[src/bmm_pkg.sv]
// Shared types and constants for the bipartite matching block.
// Used by bmm_ctrl, bmm_dp and bipartite_max_matching; no dependencies.
package bmm_pkg;

  localparam int MAX_V = 16;
  localparam int VW    = 4;
  localparam int CW    = 5;

  localparam logic [CW-1:0] NO_PARTNER = 5'h1F;
  localparam logic [CW-1:0] INF_DIST   = 5'h1F;

  // configuration register indexes
  localparam logic REG_NUM_LEFT  = 1'b0;
  localparam logic REG_NUM_RIGHT = 1'b1;

  // datapath commands
  localparam logic [3:0] OP_LOAD  = 4'd0;
  localparam logic [3:0] OP_START = 4'd1;
  localparam logic [3:0] OP_BINIT = 4'd2;
  localparam logic [3:0] OP_BPOP  = 4'd3;
  localparam logic [3:0] OP_BSCAN = 4'd4;
  localparam logic [3:0] OP_DSEL  = 4'd5;
  localparam logic [3:0] OP_DTOP  = 4'd6;
  localparam logic [3:0] OP_DSCAN = 4'd7;
  localparam logic [3:0] OP_AUG   = 4'd8;
  localparam logic [3:0] OP_EMIT  = 4'd9;

  // outcome of one search step
  localparam logic [1:0] DFS_STEP  = 2'd0;
  localparam logic [1:0] DFS_PUSH  = 2'd1;
  localparam logic [1:0] DFS_FOUND = 2'd2;
  localparam logic [1:0] DFS_FAIL  = 2'd3;

  typedef struct packed {
    logic [VW-1:0] left_vertex;
    logic [15:0]   neighbours;
    logic          end_of_graph;
  } in_word_t;

  typedef struct packed {
    logic [VW-1:0] vertex_out;
    logic          is_matched;
    logic [VW-1:0] partner;
    logic [CW-1:0] matching_size;
    logic          last_result;
  } out_word_t;

  typedef struct packed {
    logic [3:0] op;
  } cmd_t;

  typedef struct packed {
    logic       x_last;
    logic       x_done;
    logic       x_free;
    logic       q_empty;
    logic       skip;
    logic       path_seen;
    logic       y_last;
    logic [1:0] dfs;
    logic       top_zero;
    logic       emit_last;
  } status_t;

endpackage

[src/bmm_ctrl.sv]
// Sequencer for the matching block: loading, BFS layering, DFS augmenting, result emission.
// Depends on bmm_pkg; drives commands into bmm_dp and reads its status.
module bmm_ctrl import bmm_pkg::*; (
  input  logic    clk_i,
  input  logic    rst_ni,
  input  logic    in_valid_i,
  input  logic    end_of_graph_i,
  input  status_t st_i,
  output cmd_t    cmd_o,
  output logic    in_stall_o
);

  localparam logic [3:0] S_LOAD  = 4'd0;
  localparam logic [3:0] S_START = 4'd1;
  localparam logic [3:0] S_BINIT = 4'd2;
  localparam logic [3:0] S_BPOP  = 4'd3;
  localparam logic [3:0] S_BSCAN = 4'd4;
  localparam logic [3:0] S_DSEL  = 4'd5;
  localparam logic [3:0] S_DTOP  = 4'd6;
  localparam logic [3:0] S_DSCAN = 4'd7;
  localparam logic [3:0] S_AUG   = 4'd8;
  localparam logic [3:0] S_EMIT  = 4'd9;

  logic [3:0] state_q, state_d;

  always_comb begin
    state_d = state_q;
    cmd_o.op = OP_LOAD;
    case (state_q)
      S_LOAD: begin
        cmd_o.op = OP_LOAD;
        if (in_valid_i && end_of_graph_i) state_d = S_START;
      end
      S_START: begin
        cmd_o.op = OP_START;
        state_d = S_BINIT;
      end
      S_BINIT: begin
        cmd_o.op = OP_BINIT;
        if (st_i.x_last) state_d = S_BPOP;
      end
      S_BPOP: begin
        cmd_o.op = OP_BPOP;
        if (st_i.q_empty) state_d = st_i.path_seen ? S_DSEL : S_EMIT;
        else if (!st_i.skip) state_d = S_BSCAN;
      end
      S_BSCAN: begin
        cmd_o.op = OP_BSCAN;
        if (st_i.y_last) state_d = S_BPOP;
      end
      S_DSEL: begin
        cmd_o.op = OP_DSEL;
        if (st_i.x_done) state_d = S_BINIT;
        else if (st_i.x_free) state_d = S_DTOP;
      end
      S_DTOP: begin
        cmd_o.op = OP_DTOP;
        state_d = S_DSCAN;
      end
      S_DSCAN: begin
        cmd_o.op = OP_DSCAN;
        case (st_i.dfs)
          DFS_PUSH:  state_d = S_DTOP;
          DFS_FOUND: state_d = S_AUG;
          DFS_FAIL:  state_d = st_i.top_zero ? S_DSEL : S_DTOP;
          default:   state_d = S_DSCAN;
        endcase
      end
      S_AUG: begin
        cmd_o.op = OP_AUG;
        if (st_i.top_zero) state_d = S_DSEL;
      end
      S_EMIT: begin
        cmd_o.op = OP_EMIT;
        if (st_i.emit_last) state_d = S_LOAD;
      end
      default: begin
        state_d = S_LOAD;
      end
    endcase
  end

  assign in_stall_o = (state_q != S_LOAD);

  always_ff @(posedge clk_i or negedge rst_ni) begin
    if (!rst_ni) begin
      state_q <= S_LOAD;
    end else begin
      state_q <= state_d;
    end
  end

endmodule

[src/bmm_dp.sv]
// Datapath for the matching block: adjacency rows, partner tables, layer distances,
// BFS queue, DFS stack, configuration and output register. Depends on bmm_pkg.
module bmm_dp import bmm_pkg::*; (
  input  logic          clk_i,
  input  logic          rst_ni,
  input  logic          cfg_we_i,
  input  logic          cfg_index_i,
  input  logic [CW-1:0] cfg_data_i,
  input  logic          in_valid_i,
  input  in_word_t      in_word_i,
  input  cmd_t          cmd_i,
  output status_t       st_o,
  output logic          out_valid_o,
  input  logic          out_stall_i,
  output out_word_t     out_word_o
);

  logic [15:0]   adj_q   [MAX_V];
  logic [CW-1:0] lp_q    [MAX_V];
  logic [CW-1:0] rp_q    [MAX_V];
  logic [CW-1:0] dist_q  [MAX_V];
  logic [VW-1:0] queue_q [MAX_V];
  logic [VW-1:0] stk_x_q [MAX_V+1];
  logic [CW-1:0] stk_y_q [MAX_V+1];

  logic [CW-1:0] num_left_q, num_right_q;
  logic [CW-1:0] nl, nr;
  logic [CW-1:0] xi_q, head_q, tail_q, top_q, y_q, pair_q, freed_q, dx_q;
  logic [VW-1:0] x_q;
  logic          out_valid_q;
  out_word_t     out_q;

  logic [16:0]   mask_w;
  logic          bit_w, w_m, out_free;
  logic [CW-1:0] w, dw, top_p1, top_m1;
  logic [CW:0]   dxp1;
  logic [VW-1:0] u_w;
  logic [1:0]    dfs_w;

  // clamp counts into 1..MAX_V
  assign nl = (num_left_q == '0) ? 5'd1 : (num_left_q > 5'(MAX_V)) ? 5'(MAX_V) : num_left_q;
  assign nr = (num_right_q == '0) ? 5'd1 : (num_right_q > 5'(MAX_V)) ? 5'(MAX_V) : num_right_q;
  assign mask_w = (17'd1 << nr) - 17'd1;

  assign bit_w  = adj_q[x_q][y_q[VW-1:0]];
  assign w      = rp_q[y_q[VW-1:0]];
  assign w_m    = (w != NO_PARTNER);
  assign dw     = dist_q[w[VW-1:0]];
  assign dxp1   = {1'b0, dx_q} + 6'd1;
  assign u_w    = queue_q[head_q[VW-1:0]];
  assign top_p1 = top_q + 5'd1;
  assign top_m1 = top_q - 5'd1;
  assign out_free = !out_valid_q || !out_stall_i;

  always_comb begin
    if (y_q >= nr) dfs_w = DFS_FAIL;
    else if (!bit_w) dfs_w = DFS_STEP;
    else if (w_m) begin
      dfs_w = (({1'b0, dw} == dxp1) && (top_q < 5'(MAX_V))) ? DFS_PUSH : DFS_STEP;
    end else begin
      dfs_w = ({1'b0, freed_q} == dxp1) ? DFS_FOUND : DFS_STEP;
    end
  end

  assign st_o.x_last    = (xi_q == nl - 5'd1);
  assign st_o.x_done    = (xi_q >= nl);
  assign st_o.x_free    = (lp_q[xi_q[VW-1:0]] == NO_PARTNER);
  assign st_o.q_empty   = (head_q == tail_q);
  assign st_o.skip      = (dist_q[u_w] >= freed_q);
  assign st_o.path_seen = (freed_q != INF_DIST);
  assign st_o.y_last    = (y_q == nr - 5'd1);
  assign st_o.dfs       = dfs_w;
  assign st_o.top_zero  = (top_q == '0);
  assign st_o.emit_last = out_free && (xi_q == nl - 5'd1);

  assign out_valid_o = out_valid_q;
  assign out_word_o  = out_q;

  // stores with a reset value
  always_ff @(posedge clk_i or negedge rst_ni) begin
    if (!rst_ni) begin
      for (int i = 0; i < MAX_V; i++) begin
        adj_q[i] <= '0;
        lp_q[i]  <= NO_PARTNER;
        rp_q[i]  <= NO_PARTNER;
      end
      num_left_q  <= 5'(MAX_V);
      num_right_q <= 5'(MAX_V);
      pair_q      <= '0;
      freed_q     <= INF_DIST;
      out_valid_q <= 1'b0;
    end else begin
      if (cfg_we_i) begin
        if (cfg_index_i == REG_NUM_LEFT) num_left_q <= cfg_data_i;
        else num_right_q <= cfg_data_i;
      end
      if (cmd_i.op == OP_EMIT && out_free) out_valid_q <= 1'b1;
      else if (!out_stall_i) out_valid_q <= 1'b0;
      case (cmd_i.op)
        OP_LOAD: begin
          if (in_valid_i && ({1'b0, in_word_i.left_vertex} < nl)) begin
            adj_q[in_word_i.left_vertex] <= in_word_i.neighbours & mask_w[15:0];
          end
        end
        OP_START: begin
          for (int i = 0; i < MAX_V; i++) begin
            lp_q[i] <= NO_PARTNER;
            rp_q[i] <= NO_PARTNER;
          end
          pair_q  <= '0;
          freed_q <= INF_DIST;
        end
        OP_BSCAN: begin
          if (bit_w && !w_m && freed_q == INF_DIST) freed_q <= dxp1[CW-1:0];
        end
        OP_DSEL: begin
          if (xi_q >= nl) freed_q <= INF_DIST;
        end
        OP_AUG: begin
          lp_q[stk_x_q[top_q]] <= stk_y_q[top_q];
          rp_q[stk_y_q[top_q][VW-1:0]] <= {1'b0, stk_x_q[top_q]};
          if (top_q == '0) pair_q <= pair_q + 5'd1;
        end
        OP_EMIT: begin
          if (out_free) begin
            if (xi_q == nl - 5'd1) begin
              for (int i = 0; i < MAX_V; i++) adj_q[i] <= '0;
            end
          end
        end
        default: begin
        end
      endcase
    end
  end

  // working registers and scratch stores
  always_ff @(posedge clk_i or negedge rst_ni) begin
    if (!rst_ni) begin
      xi_q   <= '0;
      head_q <= '0;
      tail_q <= '0;
      top_q  <= '0;
      y_q    <= '0;
    end else begin
      case (cmd_i.op)
        OP_START: begin
          xi_q   <= '0;
          head_q <= '0;
          tail_q <= '0;
        end
        OP_BINIT: begin
          if (lp_q[xi_q[VW-1:0]] == NO_PARTNER) begin
            dist_q[xi_q[VW-1:0]]  <= '0;
            queue_q[tail_q[VW-1:0]] <= xi_q[VW-1:0];
            tail_q <= tail_q + 5'd1;
          end else begin
            dist_q[xi_q[VW-1:0]] <= INF_DIST;
          end
          xi_q <= xi_q + 5'd1;
        end
        OP_BPOP: begin
          if (head_q == tail_q) xi_q <= '0;
          else begin
            head_q <= head_q + 5'd1;
            x_q    <= u_w;
            dx_q   <= dist_q[u_w];
            y_q    <= '0;
          end
        end
        OP_BSCAN: begin
          if (bit_w && w_m && dw == INF_DIST && tail_q < 5'(MAX_V)) begin
            dist_q[w[VW-1:0]] <= dxp1[CW-1:0];
            queue_q[tail_q[VW-1:0]] <= w[VW-1:0];
            tail_q <= tail_q + 5'd1;
          end
          y_q <= y_q + 5'd1;
        end
        OP_DSEL: begin
          if (xi_q >= nl) begin
            xi_q   <= '0;
            head_q <= '0;
            tail_q <= '0;
          end else if (lp_q[xi_q[VW-1:0]] == NO_PARTNER) begin
            top_q      <= '0;
            stk_x_q[0] <= xi_q[VW-1:0];
            stk_y_q[0] <= '0;
          end else begin
            xi_q <= xi_q + 5'd1;
          end
        end
        OP_DTOP: begin
          x_q  <= stk_x_q[top_q];
          y_q  <= stk_y_q[top_q];
          dx_q <= dist_q[stk_x_q[top_q]];
        end
        OP_DSCAN: begin
          case (dfs_w)
            DFS_PUSH: begin
              stk_y_q[top_q]  <= y_q;
              stk_x_q[top_p1] <= w[VW-1:0];
              stk_y_q[top_p1] <= '0;
              top_q <= top_p1;
            end
            DFS_FOUND: begin
              stk_y_q[top_q] <= y_q;
            end
            DFS_FAIL: begin
              // dead end: drop this vertex from the layering and back up
              dist_q[x_q] <= INF_DIST;
              if (top_q == '0) xi_q <= xi_q + 5'd1;
              else begin
                top_q <= top_m1;
                stk_y_q[top_m1] <= stk_y_q[top_m1] + 5'd1;
              end
            end
            default: begin
              y_q <= y_q + 5'd1;
            end
          endcase
        end
        OP_AUG: begin
          if (top_q == '0) xi_q <= xi_q + 5'd1;
          else top_q <= top_m1;
        end
        OP_EMIT: begin
          if (out_free) begin
            out_q.vertex_out    <= xi_q[VW-1:0];
            out_q.is_matched    <= (lp_q[xi_q[VW-1:0]] != NO_PARTNER);
            out_q.partner       <= (lp_q[xi_q[VW-1:0]] != NO_PARTNER) ?
                                   lp_q[xi_q[VW-1:0]][VW-1:0] : '0;
            out_q.matching_size <= pair_q;
            out_q.last_result   <= (xi_q == nl - 5'd1);
            xi_q <= (xi_q == nl - 5'd1) ? '0 : xi_q + 5'd1;
          end
        end
        default: begin
        end
      endcase
    end
  end

endmodule

[src/bipartite_max_matching.sv]
// Top level of the Hopcroft-Karp bipartite matching block.
// Depends on bmm_pkg, bmm_ctrl and bmm_dp.
//
// Usage:
//   Input channel (in_valid_i / in_stall_o, in_word_i): one adjacency row per
//   word. Rows load at one word per cycle. The word with end_of_graph set
//   stores its row and starts the matching; the input stalls until all
//   results have been handed to the output register.
//   Output channel (out_valid_o / out_stall_i, out_word_o): one word per left
//   vertex 0..num_left-1 (clamped into 1..16), the last flagged by last_result.
//   Configuration (cfg_we_i, cfg_index_i, cfg_data_i): index 0 num_left,
//   index 1 num_right; write only while the block is idle.
// Search: one edge test per cycle in a single shared scan unit. A run
//   needs at most about 2*sqrt(V)+1 BFS plus DFS phases; results then
//   leave at one per cycle while the receiver takes them.
// Reset: adjacency cleared, counts 16, no result pending.
// A stalled receiver holds the output word and pauses emission; the rows of
// the next graph may load while the final result still waits.
module bipartite_max_matching import bmm_pkg::*; (
  input  logic          clk_i,
  input  logic          rst_ni,
  input  logic          cfg_we_i,
  input  logic          cfg_index_i,
  input  logic [CW-1:0] cfg_data_i,
  input  logic          in_valid_i,
  output logic          in_stall_o,
  input  in_word_t      in_word_i,
  output logic          out_valid_o,
  input  logic          out_stall_i,
  output out_word_t     out_word_o
);

  cmd_t    cmd;
  status_t st;
  logic    stall;

  bmm_ctrl u_ctrl (
    .clk_i          (clk_i),
    .rst_ni         (rst_ni),
    .in_valid_i     (in_valid_i),
    .end_of_graph_i (in_word_i.end_of_graph),
    .st_i           (st),
    .cmd_o          (cmd),
    .in_stall_o     (stall)
  );

  bmm_dp u_dp (
    .clk_i       (clk_i),
    .rst_ni      (rst_ni),
    .cfg_we_i    (cfg_we_i),
    .cfg_index_i (cfg_index_i),
    .cfg_data_i  (cfg_data_i),
    .in_valid_i  (in_valid_i),
    .in_word_i   (in_word_i),
    .cmd_i       (cmd),
    .st_o        (st),
    .out_valid_o (out_valid_o),
    .out_stall_i (out_stall_i),
    .out_word_o  (out_word_o)
  );

  assign in_stall_o = stall;

endmodule

[config.mk]
export PLATFORM = sky130hd
export DESIGN_NAME = bipartite_max_matching
export DESIGN_NICKNAME = d
export VERILOG_FILES = /design/src/bmm_pkg.sv /design/src/bmm_ctrl.sv /design/src/bmm_dp.sv /design/src/bipartite_max_matching.sv
export SDC_FILE = /design/constraint.sdc
export NUM_CORES = 2
export LEC_CHECK = 0
export BUFFER_PORTS_ARGS = -buffer_cell sky130_fd_sc_hd__clkbuf_2
export CAP_MARGIN = 20
export CORE_UTILIZATION = 30
export DETAILED_ROUTE_END_ITERATION = 7
export PLACE_DENSITY = 0.45
export SLEW_MARGIN = 25
export SYNTH_ARGS = -nofsm -noshare
export SYNTH_HDL_FRONTEND = slang
export SYNTH_HIERARCHICAL = 1
export SYNTH_SLANG_ARGS = --single-unit
[constraint.sdc]
create_clock -name clk_i -period 8.3 [get_ports clk_i]
set_input_delay 0.83 -clock clk_i [delete_from_list [all_inputs] [get_ports clk_i]]
set_output_delay 0.83 -clock clk_i [all_outputs]
set_load 0.005 [all_outputs]
==> impl_metrics.ini <==
[timing]
period_share = 0.816
slew_headroom = 0.289
layout_min_cycle_time_ns = 6.77
hold_viol_final = 0
report.final.setup_viol = 0
skew_ns = 0.0491
worst_slack_ns = 1.53
slew_violations = 0
max_freq_ghz = 0.148
tightest_slew_ns = 1.07
rsz0062_at_grt = false
fin_setup_tns_ns = 0
whs_ns = 0.391

[worst_setup_path]
reg2regPathDepth = 13
slowest_delay_ns = 1.02
critPathBufInv = 1
critPathLaunchType = flip-flop
crit_end = u_dp/dist_q[7][2]
path_class = flip-flop to flip-flop
r2r_start = u_dp/y_q[1]
arrival_ns = 7.12
cpMaxStageDelayCell = dfrtp_2
crit_path_cell_trace = mux2i_1 > mux4_2 > mux2i_4 > buf_4 > mux2i_1 > o22ai_1 > nor4_2 > nor4b_1 > nand3_1 > mux2i_1 > o21ai_0 > nand2_1 > nor3_1
crit_start = u_dp/y_q[1]
worst-path-max-fanout = 35
regToRegSetupSlack_ns = 1.53
cp.required_ns = 8.65
r2r_end = u_dp/dist_q[7][2]
worst_setup_path_end_kind = flip-flop
cp_top_family = multiplexers
crit_top_cell = mux2i_1
crit_cells = 13

[pwr]
power_density_mw_per_mm2 = 263
p_leak_nw = 16.9
ir_worst_vdd_mv = 0.161

[global_routing]
grt_pass1_wl_um = 198000
grtUsageTotal = 0.193
antenna_found_initial = 2
grt_pass1_vias = 29000
gr-total-overflow = 0
grt_start_max_net_pins = 132

[layout]
drive_gt1_frac = 0.196
final_nets = 3697
area_growth_syn_to_layout_pct = 12.4
nFillCells = 13500

[flow_run]
max_cap_violations = 0

[drt]
vias = 29300
vias_per_cell = 5.36
dr.pass1.iters = 6
drtIter0Drc = 2357
drcViolationCount = 0
routed_wl_um = 133000
wire_per_inst_um = 24.3
postRouteAntennaNets = 0

[synth]
syn-num-nets = 3737
synth_top_area_frac = 0.183
yosys-top-cells-area = dfrtp_1 (18%), edfxtp_1 (17%), dfstp_2 (11%), mux4_2 (11%), mux2i_1 (7.9%)
synth.avg_cell_area_um2 = 11.1
syn_area_mm2 = 0.0408
ys_async_sr_fraction = 0.592
yosys-top-cells-count = nand2_1 (680), o21ai_0 (349), mux2i_1 (324)
synthCells = 3664
ys.flop_type = dfrtp_1
ys.warnings.count = 6
synth_top_area_cell = dfrtp_1
synth-seq-area-share = 0.506
synth_most_common_cell = nand2_1
synth_seq_cells = 787
synth_edf_count = 236
synth.distinct_cells = 102

[place]
place_ws_ns = 1.60
place_congestion = 0.878
place_hpwl_um = 90600
portBuffers = 48

[clock_network]
clock_path_buffers = 3
htreeDepth = 3
cts_sinks = 787
cts_tree = yes
root_buffer = clkbuf_16
clock_latency_ns = 0.74
cts_setup_buffers = 0
numCtsBuffers = 93
clk_pin_slew_ns = 0.07

[die]
core_area_mm2 = 0.134
num_io_pins = 49
rows = 134
dieArea_mm2 = 0.137
die_w_um = 371
die_h_um = 371
initial_utilization = 0.304

[run_status]
outcome = finished clean

[hold_path]
holdCritPathClass = input pin to flip-flop
-- registers in the layout, indices dropped and copies added (netlist names), 15 cells and up --
register,cells
u_dp/stk_y_q,85
u_dp/lp_q,80
u_dp/queue_q,64
u_dp/stk_x_q,68
u_dp/dist_q,80
u_dp/rp_q,80
u_dp/out_word_o,15
u_dp/adj_q,256
-- tightest hold or removal path: cells and delay by family --
kind | cells | cell delay [ns]
simple gates | 1 | 0.07
compound gates | 1 | 0.07
buf+inv | 1 | 0.14
-- final cells by class --
cell class,instances,area (µm²),share of cell area
Antenna cell,1,2.50,0.0000545
Sequential cell,787,20700,0.450
Inverter,53,199,0.00434
Multi-Input combinational cell,2572,19000,0.413
Clock buffer,134,2650,0.0578
Clock inverter,32,372,0.00810
Timing Repair Buffer,117,812,0.0177
Tap cell,1768,2210,0.0482
-- worst min-delay path by stage --
stage / slack [ns] / endpoint / depth (start not counted) / start
2_1_floorplan: 0.44 / u_dp/rp_q[69] / 2 / u_dp/rp_q[69]
3_3_place_gp: 0.44 / u_dp/rp_q[69] / 2 / u_dp/rp_q[69]
3_5_place_dp: 0.45 / u_dp/rp_q[69] / 2 / u_dp/rp_q[69]
4_1_cts: 0.34 / u_dp/num_left_q[4] / 3 / cfg_data_i[4]
5_1_grt: 0.38 / u_dp/num_left_q[4] / 3 / cfg_data_i[4]
6_report: 0.39 / u_dp/num_left_q[4] / 3 / cfg_data_i[4]
-- cells by family (layout without fill, tap and decap cells) --
family	after synthesis	in the layout	share of synthesized area
muxes	551	551	0.196
AOI/OAI and AO/OA	690	690	0.105
DFF	787	787	0.506
other	0	1	0
buffers and inverters	305	336	0.0331
and+or+nand+nor	1241	1241	0.137
adders and majority gates	41	41	0.0126
xor gates and xnor gates	49	49	0.0109
-- metal layers --
layer / global-route usage / up-vias / routed length [µm]
li1: - / 13300 / -
met1: 0.268 / 15000 / 60300
met2: 0.293 / 823 / 59400
met3: 0.0448 / 200 / 8620
met4: 0.0670 / 0 / 4420
met5: 0 / - / 0
-- power breakdown --
part	internal [mW]	switching, mW	total, mW
clock	2.36	1.73	4.09
combinational	1.15	1.90	3.05
sequential	4.54	0.393	4.93
total	8.05	4.02	12.1
-- stage by stage --
| step | cells | cell area, µm² | util | total power, mW |
|---|---|---|---|---|
| final | 5464 | 45900 | 0.342 | 12.1 |
| after global routing | 5463 | 45900 | 0.342 | 12.7 |
| after CTS | 5463 | 45900 | 0.342 | 12.2 |
| after detailed placement | 5296 | 42800 | 0.319 | 8.03 |
| after global placement | 5295 | 42800 | 0.319 | 8.02 |
| after floorplan | 3664 | 40800 | - | 6.96 |
-- timing repair --
| action | 4_1_cts | 5_1_grt |
|---|---|---|
| endpoints found under the hold margin | 11 | 0 |
| gates resized for setup | 0 | 0 |
| hold buffers | 1 | 0 |
-- layout by cell type (no fill, tap or decap), drive strengths merged, types with 21 or more instances in the layout --
cell	count
clkinv	22
nand2	681
a22oi	35
mux2	32
nand3	110
clkbuf	181
inv	56
o21ai	369
a22o	56
nand4	23
mux2i	326
buf	69
and2	21
dfxtp	85
nor2b	38
a21oi	80
mux4	193
xor2	21
nor2	175
nor3	59
o22ai	31
nor4	25
dfstp	167
edfxtp	236
dfrtp	299
xnor2	28
nand2b	37
ha	41
Note: power is estimated with default switching activity, not from simulation.
